===== config.mk =====
export PLATFORM = sky130hd
export DESIGN_NAME = mqtt_packet_deframer_top_flat
export DESIGN_NICKNAME = d
export VERILOG_FILES = /design/src/hw/rtl/mpd_pkg.sv /design/src/hw/rtl/mpd_ifs.sv /design/src/hw/rtl/mqtt_packet_deframer_top.sv /design/src/hw/rtl/mpd_parser.sv /design/src/hw/rtl/mpd_out_reg.sv /design/src/flat_wrapper.sv
export VERILOG_INCLUDE_DIRS = /design/src /design/src/hw/rtl
export SDC_FILE = /design/constraint.sdc
export NUM_CORES = 1
export LEC_CHECK = 0
export BUFFER_PORTS_ARGS = -buffer_cell sky130_fd_sc_hd__buf_2
export CAP_MARGIN = 15
export CORE_MARGIN = 10
export CORE_UTILIZATION = 37
export DETAILED_ROUTE_END_ITERATION = 7
export GPL_ROUTABILITY_DRIVEN = 0
export MAX_ROUTING_LAYER = met4
export SYNTH_ARGS = -nofsm -noshare
export SYNTH_HDL_FRONTEND = slang
export SYNTH_HIERARCHICAL = 1
export SYNTH_SLANG_ARGS = --single-unit

===== constraint.sdc =====
create_clock -name clk -period 3.83 [get_ports clk]
set_input_delay 0.1915 -clock clk [delete_from_list [all_inputs] [get_ports clk]]
set_output_delay 0.1915 -clock clk [all_outputs]
set_load 0.005 [all_outputs]

===== src/hw/rtl/assert_macros.svh =====
// Assertion macros shared by the RTL files.
`ifndef ASSERT_MACROS_SVH
`define ASSERT_MACROS_SVH

`ifndef NO_ASSERTIONS

// Same-cycle implication, disabled while reset is asserted.
`define MPD_ASSERT_SAME(label, clk, rst_n, ante, cons) \
  label: assert property (@(posedge clk) disable iff (!(rst_n)) (ante) |-> (cons)) \
    else $error("assertion failed");

// Next-cycle implication, disabled while reset is asserted.
`define MPD_ASSERT_NEXT(label, clk, rst_n, ante, cons) \
  label: assert property (@(posedge clk) disable iff (!(rst_n)) (ante) |=> (cons)) \
    else $error("assertion failed");

`else

`define MPD_ASSERT_SAME(label, clk, rst_n, ante, cons)
`define MPD_ASSERT_NEXT(label, clk, rst_n, ante, cons)

`endif

`endif


===== src/hw/rtl/mpd_pkg.sv =====
// Package: types and codes of the MQTT packet deframer.
`timescale 1ns / 1ps

package mpd_pkg;

  // Command codes
  localparam logic CMD_BYTE  = 1'b0;
  localparam logic CMD_RESET = 1'b1;

  // Packet types (upper nibble of the fixed header)
  localparam logic [3:0] TYPE_CONNACK = 4'd2;
  localparam logic [3:0] TYPE_PUBLISH = 4'd3;

  // Byte roles
  localparam logic [2:0] ROLE_HEADER  = 3'd0;
  localparam logic [2:0] ROLE_LENGTH  = 3'd1;
  localparam logic [2:0] ROLE_TLEN    = 3'd2;
  localparam logic [2:0] ROLE_TOPIC   = 3'd3;
  localparam logic [2:0] ROLE_PID     = 3'd4;
  localparam logic [2:0] ROLE_PAYLOAD = 3'd5;
  localparam logic [2:0] ROLE_OTHER   = 3'd6;
  localparam logic [2:0] ROLE_DISCARD = 3'd7;

  // Events
  localparam logic [2:0] EV_NONE        = 3'd0;
  localparam logic [2:0] EV_CONNACK_OK  = 3'd1;
  localparam logic [2:0] EV_CONNACK_REJ = 3'd2;
  localparam logic [2:0] EV_PUB_DONE    = 3'd3;
  localparam logic [2:0] EV_PUB_DROP    = 3'd4;
  localparam logic [2:0] EV_LEN_ERR     = 3'd5;
  localparam logic [2:0] EV_OTHER_DONE  = 3'd6;

  localparam logic [1:0] QOS_1 = 2'd1;

  // Remaining length is four 7-bit groups
  localparam int unsigned LEN_W = 28;

  typedef enum logic [8:0] {
    PH_HEADER  = 9'b000000001,
    PH_LENGTH  = 9'b000000010,
    PH_TLEN_HI = 9'b000000100,
    PH_TLEN_LO = 9'b000001000,
    PH_TOPIC   = 9'b000010000,
    PH_PID_HI  = 9'b000100000,
    PH_PID_LO  = 9'b001000000,
    PH_PAYLOAD = 9'b010000000,
    PH_OTHER   = 9'b100000000
  } phase_t;

  typedef struct packed {
    logic       command;
    logic [7:0] rx_byte;
  } mpd_item_t;

  typedef struct packed {
    logic [2:0]  byte_role;
    logic [7:0]  data_byte;
    logic [3:0]  packet_type;
    logic [2:0]  event_res;
    logic        packet_end;
    logic [1:0]  qos_level;
    logic        ack_needed;
    logic [15:0] packet_id;
  } mpd_result_t;

endpackage


===== src/hw/rtl/mpd_ifs.sv =====
// Stream interfaces: received-byte channel and result channel.
`timescale 1ns / 1ps

interface mpd_in_if;
  logic       valid;
  logic       ready;
  logic       command;
  logic [7:0] rx_byte;

  modport source (output valid, output command, output rx_byte, input ready);
  modport sink   (input valid, input command, input rx_byte, output ready);
endinterface

interface mpd_out_if;
  logic        valid;
  logic        ready;
  logic [2:0]  byte_role;
  logic [7:0]  data_byte;
  logic [3:0]  packet_type;
  logic [2:0]  event_res;
  logic        packet_end;
  logic [1:0]  qos_level;
  logic        ack_needed;
  logic [15:0] packet_id;

  modport source (output valid, output byte_role, output data_byte, output packet_type,
                  output event_res, output packet_end, output qos_level,
                  output ack_needed, output packet_id, input ready);
  modport sink   (input valid, input byte_role, input data_byte, input packet_type,
                  input event_res, input packet_end, input qos_level,
                  input ack_needed, input packet_id, output ready);
endinterface


===== src/hw/rtl/mqtt_packet_deframer_top.sv =====
// Top level of the MQTT 3.1.1 packet deframer.
`timescale 1ns / 1ps
`include "assert_macros.svh"

// Usage
//   in_ch  : received beats (command, rx_byte), valid/ready. command 0 carries
//            one link byte, command 1 is a connection reset that clears all
//            parser state and yields no result beat.
//   out_ch : one result beat per received byte: byte role, the byte itself,
//            packet type, event, packet end, QoS, PUBACK request, packet id.
// Path: a byte accepted on in_ch passes the input register, then parser
//   logic into the result register, before it appears on out_ch.
// Throughput: one beat per cycle while out_ch takes every beat. The parser
//   state updates once per byte; the single result register is the limit.
// Stall: while out_ch is not taken the result register holds, the input
//   register fills, and in_ch.ready drops until the result beat drains.
// Reset: rst_n (synchronous, active low) empties both registers and returns
//   the parser to waiting for a fixed header. After a fifth length byte the
//   block tags every byte as discarded until a reset command arrives.

module mqtt_packet_deframer_top import mpd_pkg::*; (
  input  logic   clk,
  input  logic   rst_n,
  mpd_in_if.sink   in_ch,
  mpd_out_if.source out_ch
);

  logic        in_valid_r;
  mpd_item_t   in_item_r;
  logic        can_load;
  logic        process;
  logic        res_valid;
  mpd_result_t res;
  mpd_result_t out_data;
  logic        out_valid;

  // input register advances whenever the result register can take its beat
  assign process     = in_valid_r && can_load;
  assign in_ch.ready = !in_valid_r || can_load;
  assign res_valid   = process && (in_item_r.command == CMD_BYTE);

  always_ff @(posedge clk) begin
    if (!rst_n) begin
      in_valid_r <= 1'b0;
    end else if (in_ch.ready) begin
      in_valid_r <= in_ch.valid;
    end
  end

  always_ff @(posedge clk) begin
    if (in_ch.ready && in_ch.valid) begin
      in_item_r.command <= in_ch.command;
      in_item_r.rx_byte <= in_ch.rx_byte;
    end
  end

  mpd_parser u_parser (
    .clk   (clk),
    .rst_n (rst_n),
    .step  (process),
    .item  (in_item_r),
    .res   (res)
  );

  mpd_out_reg u_out_reg (
    .clk        (clk),
    .rst_n      (rst_n),
    .load_valid (res_valid),
    .load_data  (res),
    .can_load   (can_load),
    .out_ready  (out_ch.ready),
    .out_valid  (out_valid),
    .out_data   (out_data)
  );

  assign out_ch.valid       = out_valid;
  assign out_ch.byte_role   = out_data.byte_role;
  assign out_ch.data_byte   = out_data.data_byte;
  assign out_ch.packet_type = out_data.packet_type;
  assign out_ch.event_res   = out_data.event_res;
  assign out_ch.packet_end  = out_data.packet_end;
  assign out_ch.qos_level   = out_data.qos_level;
  assign out_ch.ack_needed  = out_data.ack_needed;
  assign out_ch.packet_id   = out_data.packet_id;

  // a packet end always carries an event
  `MPD_ASSERT_SAME(a_end_has_event, clk, rst_n,
    out_valid && out_data.packet_end, out_data.event_res != EV_NONE)

  // a PUBACK request only on a done QoS 1 publish
  `MPD_ASSERT_SAME(a_ack_only_qos1, clk, rst_n,
    out_valid && out_data.ack_needed,
    out_data.event_res == EV_PUB_DONE && out_data.qos_level == QOS_1)

  // a reset command leaves no result beat behind
  `MPD_ASSERT_NEXT(a_reset_no_beat, clk, rst_n,
    process && in_item_r.command == CMD_RESET, !out_valid)

  // every processed byte lands in the result register unchanged
  `MPD_ASSERT_NEXT(a_byte_passed, clk, rst_n,
    res_valid, out_valid && out_data.data_byte == $past(in_item_r.rx_byte))

endmodule


===== src/hw/rtl/mpd_parser.sv =====
// Parser state and per-byte next-state / result logic.
`timescale 1ns / 1ps

module mpd_parser import mpd_pkg::*; (
  input  logic        clk,
  input  logic        rst_n,
  input  logic        step,
  input  mpd_item_t   item,
  output mpd_result_t res
);

  phase_t            phase_r, phase_nxt;
  logic [7:0]        header_byte_r, header_byte_nxt;
  logic [LEN_W-1:0]  bytes_left_r, bytes_left_nxt;
  logic [LEN_W-1:0]  body_position_r, body_position_nxt;
  logic [2:0]        length_byte_count_r, length_byte_count_nxt;
  logic [15:0]       topic_length_r, topic_length_nxt;
  logic [15:0]       topic_left_r, topic_left_nxt;
  logic [15:0]       held_packet_id_r, held_packet_id_nxt;
  logic              return_code_ok_r, return_code_ok_nxt;
  logic              halted_r, halted_nxt;

  logic [7:0]        b;
  logic [3:0]        hdr_type;
  logic [1:0]        hdr_qos;
  logic [LEN_W-1:0]  len_group;
  logic [LEN_W-1:0]  bl_dec;
  logic [15:0]       tlen_full;
  logic              pend;

  assign b        = item.rx_byte;
  assign hdr_type = header_byte_r[7:4];
  assign hdr_qos  = (hdr_type == TYPE_PUBLISH) ? header_byte_r[2:1] : 2'd0;
  assign bl_dec   = bytes_left_r - LEN_W'(1);
  assign tlen_full = {topic_length_r[15:8], b};

  // 7-bit length group placed at its position, low group first
  always_comb begin
    case (length_byte_count_r[1:0])
      2'd0:    len_group = {21'd0, b[6:0]};
      2'd1:    len_group = {14'd0, b[6:0], 7'd0};
      2'd2:    len_group = {7'd0, b[6:0], 14'd0};
      default: len_group = {b[6:0], 21'd0};
    endcase
  end

  always_comb begin
    phase_nxt             = phase_r;
    header_byte_nxt       = header_byte_r;
    bytes_left_nxt        = bytes_left_r;
    body_position_nxt     = body_position_r;
    length_byte_count_nxt = length_byte_count_r;
    topic_length_nxt      = topic_length_r;
    topic_left_nxt        = topic_left_r;
    held_packet_id_nxt    = held_packet_id_r;
    return_code_ok_nxt    = return_code_ok_r;
    halted_nxt            = halted_r;
    pend                  = 1'b0;

    res             = '0;
    res.byte_role   = ROLE_DISCARD;
    res.data_byte   = b;
    res.event_res   = EV_NONE;

    if (halted_r) begin
      res.byte_role = ROLE_DISCARD;
    end else if (phase_r == PH_HEADER) begin
      res.byte_role         = ROLE_HEADER;
      res.packet_type       = b[7:4];
      res.qos_level         = (b[7:4] == TYPE_PUBLISH) ? b[2:1] : 2'd0;
      header_byte_nxt       = b;
      bytes_left_nxt        = '0;
      body_position_nxt     = '0;
      length_byte_count_nxt = '0;
      topic_length_nxt      = '0;
      topic_left_nxt        = '0;
      held_packet_id_nxt    = '0;
      return_code_ok_nxt    = 1'b0;
      phase_nxt             = PH_LENGTH;
    end else begin
      res.packet_type = hdr_type;
      res.qos_level   = hdr_qos;
      if (phase_r == PH_LENGTH) begin
        res.byte_role = ROLE_LENGTH;
        if (length_byte_count_r[2]) begin
          // fifth length byte: error, then discard until reset
          res.event_res = EV_LEN_ERR;
          halted_nxt    = 1'b1;
          phase_nxt     = PH_HEADER;
        end else begin
          bytes_left_nxt        = bytes_left_r | len_group;
          length_byte_count_nxt = length_byte_count_r + 3'd1;
          if (!b[7]) begin
            if (bytes_left_nxt == '0) begin
              pend = 1'b1;
            end else begin
              phase_nxt = (hdr_type == TYPE_PUBLISH) ? PH_TLEN_HI : PH_OTHER;
            end
          end
        end
      end else begin
        case (phase_r)
          PH_TLEN_HI: begin
            res.byte_role    = ROLE_TLEN;
            topic_length_nxt = {b, 8'h00};
            phase_nxt        = PH_TLEN_LO;
          end
          PH_TLEN_LO: begin
            res.byte_role    = ROLE_TLEN;
            topic_length_nxt = tlen_full;
            topic_left_nxt   = tlen_full;
            phase_nxt        = (tlen_full == 16'd0) ? PH_OTHER : PH_TOPIC;
          end
          PH_TOPIC: begin
            res.byte_role  = ROLE_TOPIC;
            topic_left_nxt = topic_left_r - 16'd1;
            if (topic_left_nxt == 16'd0) begin
              phase_nxt = (hdr_qos != 2'd0) ? PH_PID_HI : PH_PAYLOAD;
            end
          end
          PH_PID_HI: begin
            res.byte_role      = ROLE_PID;
            held_packet_id_nxt = {b, 8'h00};
            phase_nxt          = PH_PID_LO;
          end
          PH_PID_LO: begin
            res.byte_role      = ROLE_PID;
            held_packet_id_nxt = {held_packet_id_r[15:8], b};
            phase_nxt          = PH_PAYLOAD;
          end
          PH_PAYLOAD: begin
            res.byte_role = ROLE_PAYLOAD;
          end
          default: begin
            res.byte_role = ROLE_OTHER;
            phase_nxt     = PH_OTHER;
            // CONNACK return code is the second body byte
            if (body_position_r == LEN_W'(1)) begin
              return_code_ok_nxt = (b == 8'd0);
            end
          end
        endcase
        bytes_left_nxt    = bl_dec;
        body_position_nxt = body_position_r + LEN_W'(1);
        if (bl_dec == '0) begin
          pend = 1'b1;
        end
      end

      if (pend) begin
        res.packet_end = 1'b1;
        if (hdr_type == TYPE_CONNACK) begin
          res.event_res = (body_position_nxt == LEN_W'(2) && return_code_ok_nxt) ?
                          EV_CONNACK_OK : EV_CONNACK_REJ;
        end else if (hdr_type == TYPE_PUBLISH) begin
          if (phase_nxt == PH_PAYLOAD) begin
            res.event_res  = EV_PUB_DONE;
            res.ack_needed = (hdr_qos == QOS_1);
            res.packet_id  = (hdr_qos != 2'd0) ? held_packet_id_nxt : 16'd0;
          end else begin
            res.event_res = EV_PUB_DROP;
          end
        end else begin
          res.event_res = EV_OTHER_DONE;
        end
        phase_nxt = PH_HEADER;
      end
    end
  end

  always_ff @(posedge clk) begin
    if (!rst_n || (step && item.command == CMD_RESET)) begin
      phase_r             <= PH_HEADER;
      header_byte_r       <= '0;
      bytes_left_r        <= '0;
      body_position_r     <= '0;
      length_byte_count_r <= '0;
      topic_length_r      <= '0;
      topic_left_r        <= '0;
      held_packet_id_r    <= '0;
      return_code_ok_r    <= 1'b0;
      halted_r            <= 1'b0;
    end else if (step) begin
      phase_r             <= phase_nxt;
      header_byte_r       <= header_byte_nxt;
      bytes_left_r        <= bytes_left_nxt;
      body_position_r     <= body_position_nxt;
      length_byte_count_r <= length_byte_count_nxt;
      topic_length_r      <= topic_length_nxt;
      topic_left_r        <= topic_left_nxt;
      held_packet_id_r    <= held_packet_id_nxt;
      return_code_ok_r    <= return_code_ok_nxt;
      halted_r            <= halted_nxt;
    end
  end

endmodule


===== src/hw/rtl/mpd_out_reg.sv =====
// Result register between the parser and the result channel.
`timescale 1ns / 1ps

module mpd_out_reg import mpd_pkg::*; (
  input  logic        clk,
  input  logic        rst_n,
  input  logic        load_valid,
  input  mpd_result_t load_data,
  output logic        can_load,
  input  logic        out_ready,
  output logic        out_valid,
  output mpd_result_t out_data
);

  logic        valid_r;
  mpd_result_t data_r;

  // free when empty or being drained this cycle
  assign can_load  = !valid_r || out_ready;
  assign out_valid = valid_r;
  assign out_data  = data_r;

  always_ff @(posedge clk) begin
    if (!rst_n) begin
      valid_r <= 1'b0;
    end else if (can_load) begin
      valid_r <= load_valid;
    end
  end

  always_ff @(posedge clk) begin
    if (can_load && load_valid) begin
      data_r <= load_data;
    end
  end

endmodule

===== src/flat_wrapper.sv =====
// flat-port wrapper written by rule: the top's interface ports become plain ports
module mqtt_packet_deframer_top_flat import mpd_pkg::*;
  (clk, rst_n, in_ch_valid, in_ch_command, in_ch_rx_byte, in_ch_ready, out_ch_valid, out_ch_byte_role, out_ch_data_byte, out_ch_packet_type, out_ch_event_res, out_ch_packet_end, out_ch_qos_level, out_ch_ack_needed, out_ch_packet_id, out_ch_ready);
  mpd_in_if in_ch_i ();
  mpd_out_if out_ch_i ();
  input  logic clk;
  input  logic rst_n;
  input wire logic [$bits(in_ch_i.valid)-1:0] in_ch_valid;
  input wire logic [$bits(in_ch_i.command)-1:0] in_ch_command;
  input wire logic [$bits(in_ch_i.rx_byte)-1:0] in_ch_rx_byte;
  output wire logic [$bits(in_ch_i.ready)-1:0] in_ch_ready;
  output wire logic [$bits(out_ch_i.valid)-1:0] out_ch_valid;
  output wire logic [$bits(out_ch_i.byte_role)-1:0] out_ch_byte_role;
  output wire logic [$bits(out_ch_i.data_byte)-1:0] out_ch_data_byte;
  output wire logic [$bits(out_ch_i.packet_type)-1:0] out_ch_packet_type;
  output wire logic [$bits(out_ch_i.event_res)-1:0] out_ch_event_res;
  output wire logic [$bits(out_ch_i.packet_end)-1:0] out_ch_packet_end;
  output wire logic [$bits(out_ch_i.qos_level)-1:0] out_ch_qos_level;
  output wire logic [$bits(out_ch_i.ack_needed)-1:0] out_ch_ack_needed;
  output wire logic [$bits(out_ch_i.packet_id)-1:0] out_ch_packet_id;
  input wire logic [$bits(out_ch_i.ready)-1:0] out_ch_ready;
  assign in_ch_i.valid = in_ch_valid;
  assign in_ch_i.command = in_ch_command;
  assign in_ch_i.rx_byte = in_ch_rx_byte;
  assign in_ch_ready = in_ch_i.ready;
  assign out_ch_valid = out_ch_i.valid;
  assign out_ch_byte_role = out_ch_i.byte_role;
  assign out_ch_data_byte = out_ch_i.data_byte;
  assign out_ch_packet_type = out_ch_i.packet_type;
  assign out_ch_event_res = out_ch_i.event_res;
  assign out_ch_packet_end = out_ch_i.packet_end;
  assign out_ch_qos_level = out_ch_i.qos_level;
  assign out_ch_ack_needed = out_ch_i.ack_needed;
  assign out_ch_packet_id = out_ch_i.packet_id;
  assign out_ch_i.ready = out_ch_ready;
  mqtt_packet_deframer_top u_core (.clk(clk), .rst_n(rst_n), .in_ch(in_ch_i), .out_ch(out_ch_i));
endmodule

==> metrics.md, run 1 <==
| Metric | Value |
|---|---|
| Core area | between 20000 and 30000 um2 |
| Post-synth top flop | dfxtp_1 |
| CTS H-Tree Depth | 4 |
| Ys Warns | 6 |
| CTS Sinks | between 150 and 200 |
| Layout Nets | 1243 |
| Fin crit share | 0.9176 |
| Die width | around 180 um |
| Combinational share of power | 0.162 |
| DRC Markers | 0 |
| Data arrival, critical path | 3780 ps |
| RSZ-0062 raised after global routing | no |
| First drt pass iteration count | 5 |
| Hold Path Class | primary input to flip-flop |
| Share of layout cells above drive strength 1 | 0.1453 |
| Sequential area share after synthesis | 0.3876 |
| Vias in the first global route | 8647 |
| Hold-fix buffers at CTS | 9 |
| Clk_skew | 10.46 ps |
| Clock Latency Late Sink | 430 ps |
| Via density | 5.870 |
| Largest net degree at the start of global routing | between 40 and 50 |
| Initial cell density of the core | 0.3747 |
| GR Overflow Total | 0 |
| Async SR Flop Fraction | 0 |
| Seq pwr share | 0.440 |
| Synth top area cells | dfxtp_1 24%, edfxtp_1 14%, a21oi_1 5.8% |
| Peak supply drop | roughly 330 uV |
| CTS Root Cell | clkbuf_16 |
| Max_slew headroom | 0.3504 |
| Switching part of the total | 0.3122 |
| Area Overhead vs Synth | 12.11% |
| Synth Register Bits | 165 |
| Pins Over Slew Limit | 0 |
| Design Power | ~4.3 mW |
| Vias | 9198 |
| Crit path launch type | flip-flop |
| ANT cells | 0 |
| Leakage | between 3 and 4 nW |
| Status | completed |
| Postcts setup bufs | 0 |
| Syn avg cell area | 8.107 um2 |
| Most frequent cells in the layout | 149 x nor2_1, 128 x nand2_1, 118 x dfxtp_1 |
| CP endpoint kind | flip-flop |
| CP max stage cell | or3_1 |
| Initial DRC Count | 1083 |
| Setup total negative slack | 0 ps |
| CTS max path bufs | 2 |
| CP Cell Sequence | inv_1, ha_1, buf_4, xor2_1, nor4b_1, nand3_1, nor4_1, a41oi_4, nand2b_4, or3_1, a21oi_1 |
| Initial antenna violation count | 0 |
| Post-synth top area cell | dfxtp_1 |
| Final hold slack | 20.04 ps |
| F_max | 0.2846 GHz |
| Synth Cell Area | between 9000 and 10000 um2 |
| Drt wl/cell | 18.93 um |
| IO buf count | 52 |
| Final HPWL DP | 19.99 mm |
| P_sw | 1.335 mW |
| Dpl cell area | 10240 um2 |
| DRT Wirelength | a little under 30 mm |
| Syn_nets | 1225 |
| Worst-path fanout max | 16 |
| Worst path max stage delay | 620 ps |
| Max Cap Viol | 0 |
| Clock power share | 0.398 |
| Die Area | about 33000 um2 |
| Worst Tran Pin Value | around 960 ps |
| Reg-to-reg slack, setup | 320 ps |
| Post-Layout Inst Area | 10920 um2 |
| # IOs | 53 |
| Fin. Hold Viols | 0 |
| Total CTS buffers | 17 |
| FP Rows | 59 |
| Synth cell types | 88 |
| TritonCTS clock tree | yes |
| Commonest non-fill, non-tap cell in the layout | nor2_1 |
| Crit path time final | 3514 ps |
| Final setup violation count | 0 |
| Crit path kind | flip-flop to flip-flop |
| Final ANT Viol Nets | 0 |
| Req. time, crit path | 4100 ps |
| Pwr Density | 391.7 nW/um2 |
| Yosys top cell area share | 0.2426 |
| Clock-pin slew on the worst setup and hold paths | around 70 ps |
| Final core occ | 0.4201 |
| Die Y | between 150 and 200 um |
| Global Route Usage Sum | 0.1802 |
| Post-cts gate resize count | 0 |
| First-pass GRT wire length | 47.89 mm |
| EDFF count, synth | 47 |
| Cell count after synthesis | 1201 |
| Pint | about 2.9 mW |
==> Yosys cell counts (6+ instances only) <==
library cell    n
nand2b_1       10
nand4_1        16
nor4b_1         6
a211oi_1       10
and4_1         10
nor4_1         28
xor2_1          7
nand3_1        40
or3_1          20
inv_1          21
xnor2_1        13
a21oi_2        10
buf_4           9
a22oi_1        38
clkbuf_1       64
o31ai_1        10
buf_2          18
a21oi_1       113
a31oi_1        19
ha_1           11
mux2i_1         9
and2_1          7
edfxtp_1       47
nor2_1        149
o21ai_0        78
o22ai_1         8
nand3b_1        8
or4_1           7
nand2_1       129
nor3_1         52
dfxtp_1       118
nor2b_1         7
==> worst max-delay path: cells and delay by family, from the launching register on <==
kind                       cells  cell delay (ps)
and+or+nand+nor                5             1860
AOI/OAI and AO/OA              2              460
DFF                            1              450
buffers and inverters          2              240
adders and majority gates      1              210
xor gates and xnor gates       1              140
==> power by group through the flow <==
stage | sequential [mW] | combinational (mW) | clock (mW)
6_report | 1.88 | 0.694 | 1.70
5_1_grt | 1.88 | 0.758 | 1.80
4_1_cts | 1.88 | 0.682 | 1.73
3_5_place_dp | 1.92 | 0.672 | 0
3_3_place_gp | 1.92 | 0.668 | 0
2_1_floorplan | 1.90 | 0.503 | 0
==> kinds of logic after synthesis <==
logic type	count (synthesis)	synth area share
buf+inv	120	0.05693
mux	12	0.01272
simple gates	540	0.2945
flops	165	0.3876
xor+xnor	20	0.01799
compound gates	333	0.2161
fa+ha+maj	11	0.01413
==> sequential cells by signal (all words and copies together) (netlist names) <==
register                             flops
u_core/u_out_reg/out_data               38
u_core/u_parser/phase_r                  9
u_core/u_parser/bytes_left_r            28
u_core/u_parser/held_packet_id_r        16
u_core/in_valid_r                        1
u_core/u_parser/header_byte_r            6
u_core/in_item_r                         9
u_core/u_out_reg/out_valid               1
u_core/u_parser/topic_length_r           8
u_core/u_parser/return_code_ok_r         1
u_core/u_parser/topic_left_r            16
u_core/u_parser/halted_r                 1
u_core/u_parser/body_position_r         28
u_core/u_parser/length_byte_count_r      3
==> final timing paths <==
path / start / end / cells past startpoint
worst max-delay path: u_core/u_parser/bytes_left_r[0] / u_core/u_out_reg/out_data[3] / 11
worst max register to register: u_core/u_parser/bytes_left_r[0] / u_core/u_out_reg/out_data[3] / 11
worst min register to register: u_core/u_parser/return_code_ok_r / u_core/u_parser/return_code_ok_r / 2
worst min-delay path: in_ch_valid / u_core/in_valid_r / 3
==> per-stage QoR <==
| stage | instances | setup slack (ps) |
|---|---|---|
| after detailed placement | 1526 | 377.6 |
| after CTS | 1567 | 307.3 |
| final | 1567 | 315.7 |
| after global placement | 1526 | 452.1 |
| after global routing | 1567 | 45.70 |
| after floorplan | 1201 | 750.1 |
==> final cells by class <==
| class | instances | area, um2 |
|---|---|---|
| fillers | 2572 | 15070 |
| multi-input cells | 916 | 5430 |
| clock buffers | 17 | 425.4 |
| repair buffers | 98 | 628.1 |
| clock inverters | 15 | 160.2 |
| flip-flops and latches | 165 | 3774 |
| well taps | 335 | 419.2 |
| inverters | 21 | 78.83 |
==> metal layers <==
metal	part of all wire	GRT usage
met1	0.46	0.2373
met2	0.45	0.2768
met3	0.071	0.03323
met4	0.016	0.05239
met5	0	-
No activity file was read; power rests on OpenSTA's default activity.
==> run 2, diff against run 1 <==
--- a/config.mk
+++ b/config.mk
@@ -13,6 +13,7 @@
 export DETAILED_ROUTE_END_ITERATION = 7
 export GPL_ROUTABILITY_DRIVEN = 0
 export MAX_ROUTING_LAYER = met4
+export PLACE_DENSITY_LB_ADDON = 0.1
 export SYNTH_ARGS = -nofsm -noshare
 export SYNTH_HDL_FRONTEND = slang
 export SYNTH_HIERARCHICAL = 1
==> run 2 against run 1 <==
Design area grew 1.0%. Flip-flop and latch count unchanged. Via count is 0.97% lower. Clock-buffer cell count is the same. Combinational power increased by 2%. Maximum frequency grew 1.1%. Non-clock buffer count grew 10. Highest routed layer unchanged. Critical path type unchanged. Total power grew 2.5%. Core utilization rose by 0.44 points. Global-route usage is 1.2 points higher. Worst setup slack better by 38 ps.
==> metrics.md, run 2 (synthesized netlist as in run 1, its figures left out) <==
| Metric | Value |
|---|---|
| Status | completed |
| CTS H-Tree Depth | 4 (unchanged) |
| Die width | 182.2 um (unchanged) |
| Top layer in use | met4 |
| End of the critical path | u_core/u_out_reg/out_data[0] |
| Post-cts gate resize count | 0 (unchanged) |
| Crit path launch type | flip-flop |
| Pwr Density | 397.4 nW/um2 (+1.4%) |
| Design Power | 4.383 mW (+2.5%) |
| Pins Over Slew Limit | 0 (unchanged) |
| Final setup violation count | 0 (unchanged) |
| M1 WL | 14.94 mm (+9.7%) |
| DRC Markers | 0 (unchanged) |
| Worst Tran Pin Value | 1041 ps (+79.87 ps) |
| Initial DRC Count | 817 (-25%) |
| Hold Path Class | primary input to flip-flop |
| Largest net degree at the start of global routing | 54 (+10%) |
| WL met3 | 1.753 mm (-17%) |
| Max Cap Viol | 0 (unchanged) |
| R2r worst-path depth | 11 (unchanged) |
| Die Area | 33200 um2 (unchanged) |
| # IOs | 53 (unchanged) |
| RSZ-0062 raised after global routing | no |
| Final HPWL DP | 21.54 mm (+7.8%) |
| GR Overflow Total | 0 (unchanged) |
| Worst-path fanout max | 16 (unchanged) |
| CTS Root Cell | clkbuf_16 |
| IO buf count | 52 (unchanged) |
| Fin crit share | 0.9076 (-0.009938) |
| Initial antenna violation count | 0 (unchanged) |
| Number of flip-flops in the largest register | 38 (unchanged) |
| Area Overhead vs Synth | 13.27% |
| Req. time, crit path | 4110 ps (about the same) |
| Commonest non-fill, non-tap cell in the layout | nor2_1 |
| Total CTS buffers | 17 (unchanged) |
| Routed wire length on met2 | 14.03 mm (+4.1%) |
| Placed cell count | 1535 (+0.59%) |
| RR Endpoint | u_core/u_out_reg/out_data[0] |
| Clk_skew | 24.42 ps (+13.96 ps) |
| DRT Wirelength | 31.39 mm (+5.8%) |
| CTS Sinks | 165 (unchanged) |
| First drt pass iteration count | 6 (+1) |
| Initial cell density of the core | 0.3747 (unchanged) |
| Setup total negative slack | 0 ps (unchanged) |
| Final core occ | 0.4245 (+0.004382) |
| Launch point of the worst path | u_core/u_parser/bytes_left_r[0] |
| Clock-pin slew on the worst setup and hold paths | 80 ps (about the same) |
| Crit path time final | 3476 ps (-38.06 ps) |
| Global Route Usage Sum | 0.1917 (+0.01154) |
| Crit path kind | flip-flop to flip-flop |
| TritonCTS clock tree | yes |
| Clock Latency Late Sink | 450 ps (+20 ps) |
| Fill count | 2666 (+3.7%) |
| Leakage | 3.923 nW (+1.9%) |
| CP endpoint kind | flip-flop |
| Worst R2R Start | u_core/u_parser/bytes_left_r[0] |
| CTS max path bufs | 2 (unchanged) |
| Final ANT Viol Nets | 0 (unchanged) |
| ANT cells | 0 (unchanged) |
| Layout Nets | 1253 (+0.80%) |
| Most frequent cells in the layout | 149 x nor2_1, 128 x nand2_1, 118 x dfxtp_1 |
| Fin. Hold Viols | 0 (unchanged) |
| Vias in the first global route | 8746 (+1.1%) |
| First-pass GRT wire length | 50.26 mm (+5.0%) |
| Core area | 25980 um2 (unchanged) |
| Reg-to-reg slack, setup | 350 ps (+40 ps) |
| Via density | 5.776 (-1.6%) |
| Share of layout cells above drive strength 1 | 0.1514 (+0.006077) |
| FP Rows | 59 (unchanged) |
| Peak supply drop | 258.2 uV (-22%) |
| Max_slew headroom | 0.3002 (-0.05015) |
| Vias | 9109 (-0.97%) |
| Fin cells | 1577 (+0.64%) |
| F_max | 0.2877 GHz (+1.1%) |
| Drt wl/cell | 19.90 um (+5.1%) |
| Die Y | 182.2 um (unchanged) |
| Data arrival, critical path | 3760 ps (-20 ps) |
run 2: cell type report:
class	count	area, um2	area share
inverter	21	78.83	0.007147
tap	335	419.2	0.03800
clock inverter	15	196.4	0.01781
sequential	165	3774	0.3421
clock buffer	17	425.4	0.03857
multi-input combinational	916	5430	0.4923
timing repair buffer	108	705.7	0.06398
run 2: power by group:
part           internal (mW)  leakage [nW]  switching (mW)
Clock                  0.898         0.301           0.896
Combinational          0.247          2.19           0.461
Sequential              1.83          1.43          0.0522
run 2: how the worst min path moves through the flow:
stage                startpoint                   to  slack, ps  depth (start not counted)
6_report                  rst_n    u_core/in_valid_r         50                          2
5_1_grt                   rst_n    u_core/in_valid_r         40                          2
4_1_cts                   rst_n    u_core/in_valid_r         30                          2
3_5_place_dp      in_ch_command  u_core/in_item_r[8]        370                          1
3_3_place_gp      in_ch_command  u_core/in_item_r[8]        370                          1
2_1_floorplan  in_ch_rx_byte[0]  u_core/in_item_r[0]        290                          0
run 2: critical path: stages (launching register included):
cell	delay [ps]
dfxtp_1	440
inv_1	70
ha_1	210
buf_4	170
xor2_1	140
nor4b_1	370
nand3_1	140
nor4_1	480
a41oi_4	200
nand2b_4	200
or3_1	650
a21oi_1	250
run 2: layer usage:
metal  global-route usage  vias to the layer above
met5                    -                        -
met4              0.05304                        0
met3              0.03126                       45
met2               0.2934                      265
met1               0.2567                     4333
li1                     -                     4466
run 2: per-stage QoR:
stage / hold slack (ps) / setup WS (ps) / instance area, um2
5_1_grt: 36.96 / 38.66 / 11030
3_3_place_gp: 369.4 / 459.1 / 10310
3_5_place_dp: 372.2 / 395.9 / 10310
4_1_cts: 31.93 / 382.3 / 11030
6_report: 51.01 / 353.7 / 11030
2_1_floorplan: 290.4 / 750.1 / 9737
run 2: repair_timing:
action                                 4_1_cts  5_1_grt
endpoints found under the hold margin       10        0
hold buffers                                10        0
buffers inserted                             0        0
setup endpoints to repair                    0        0
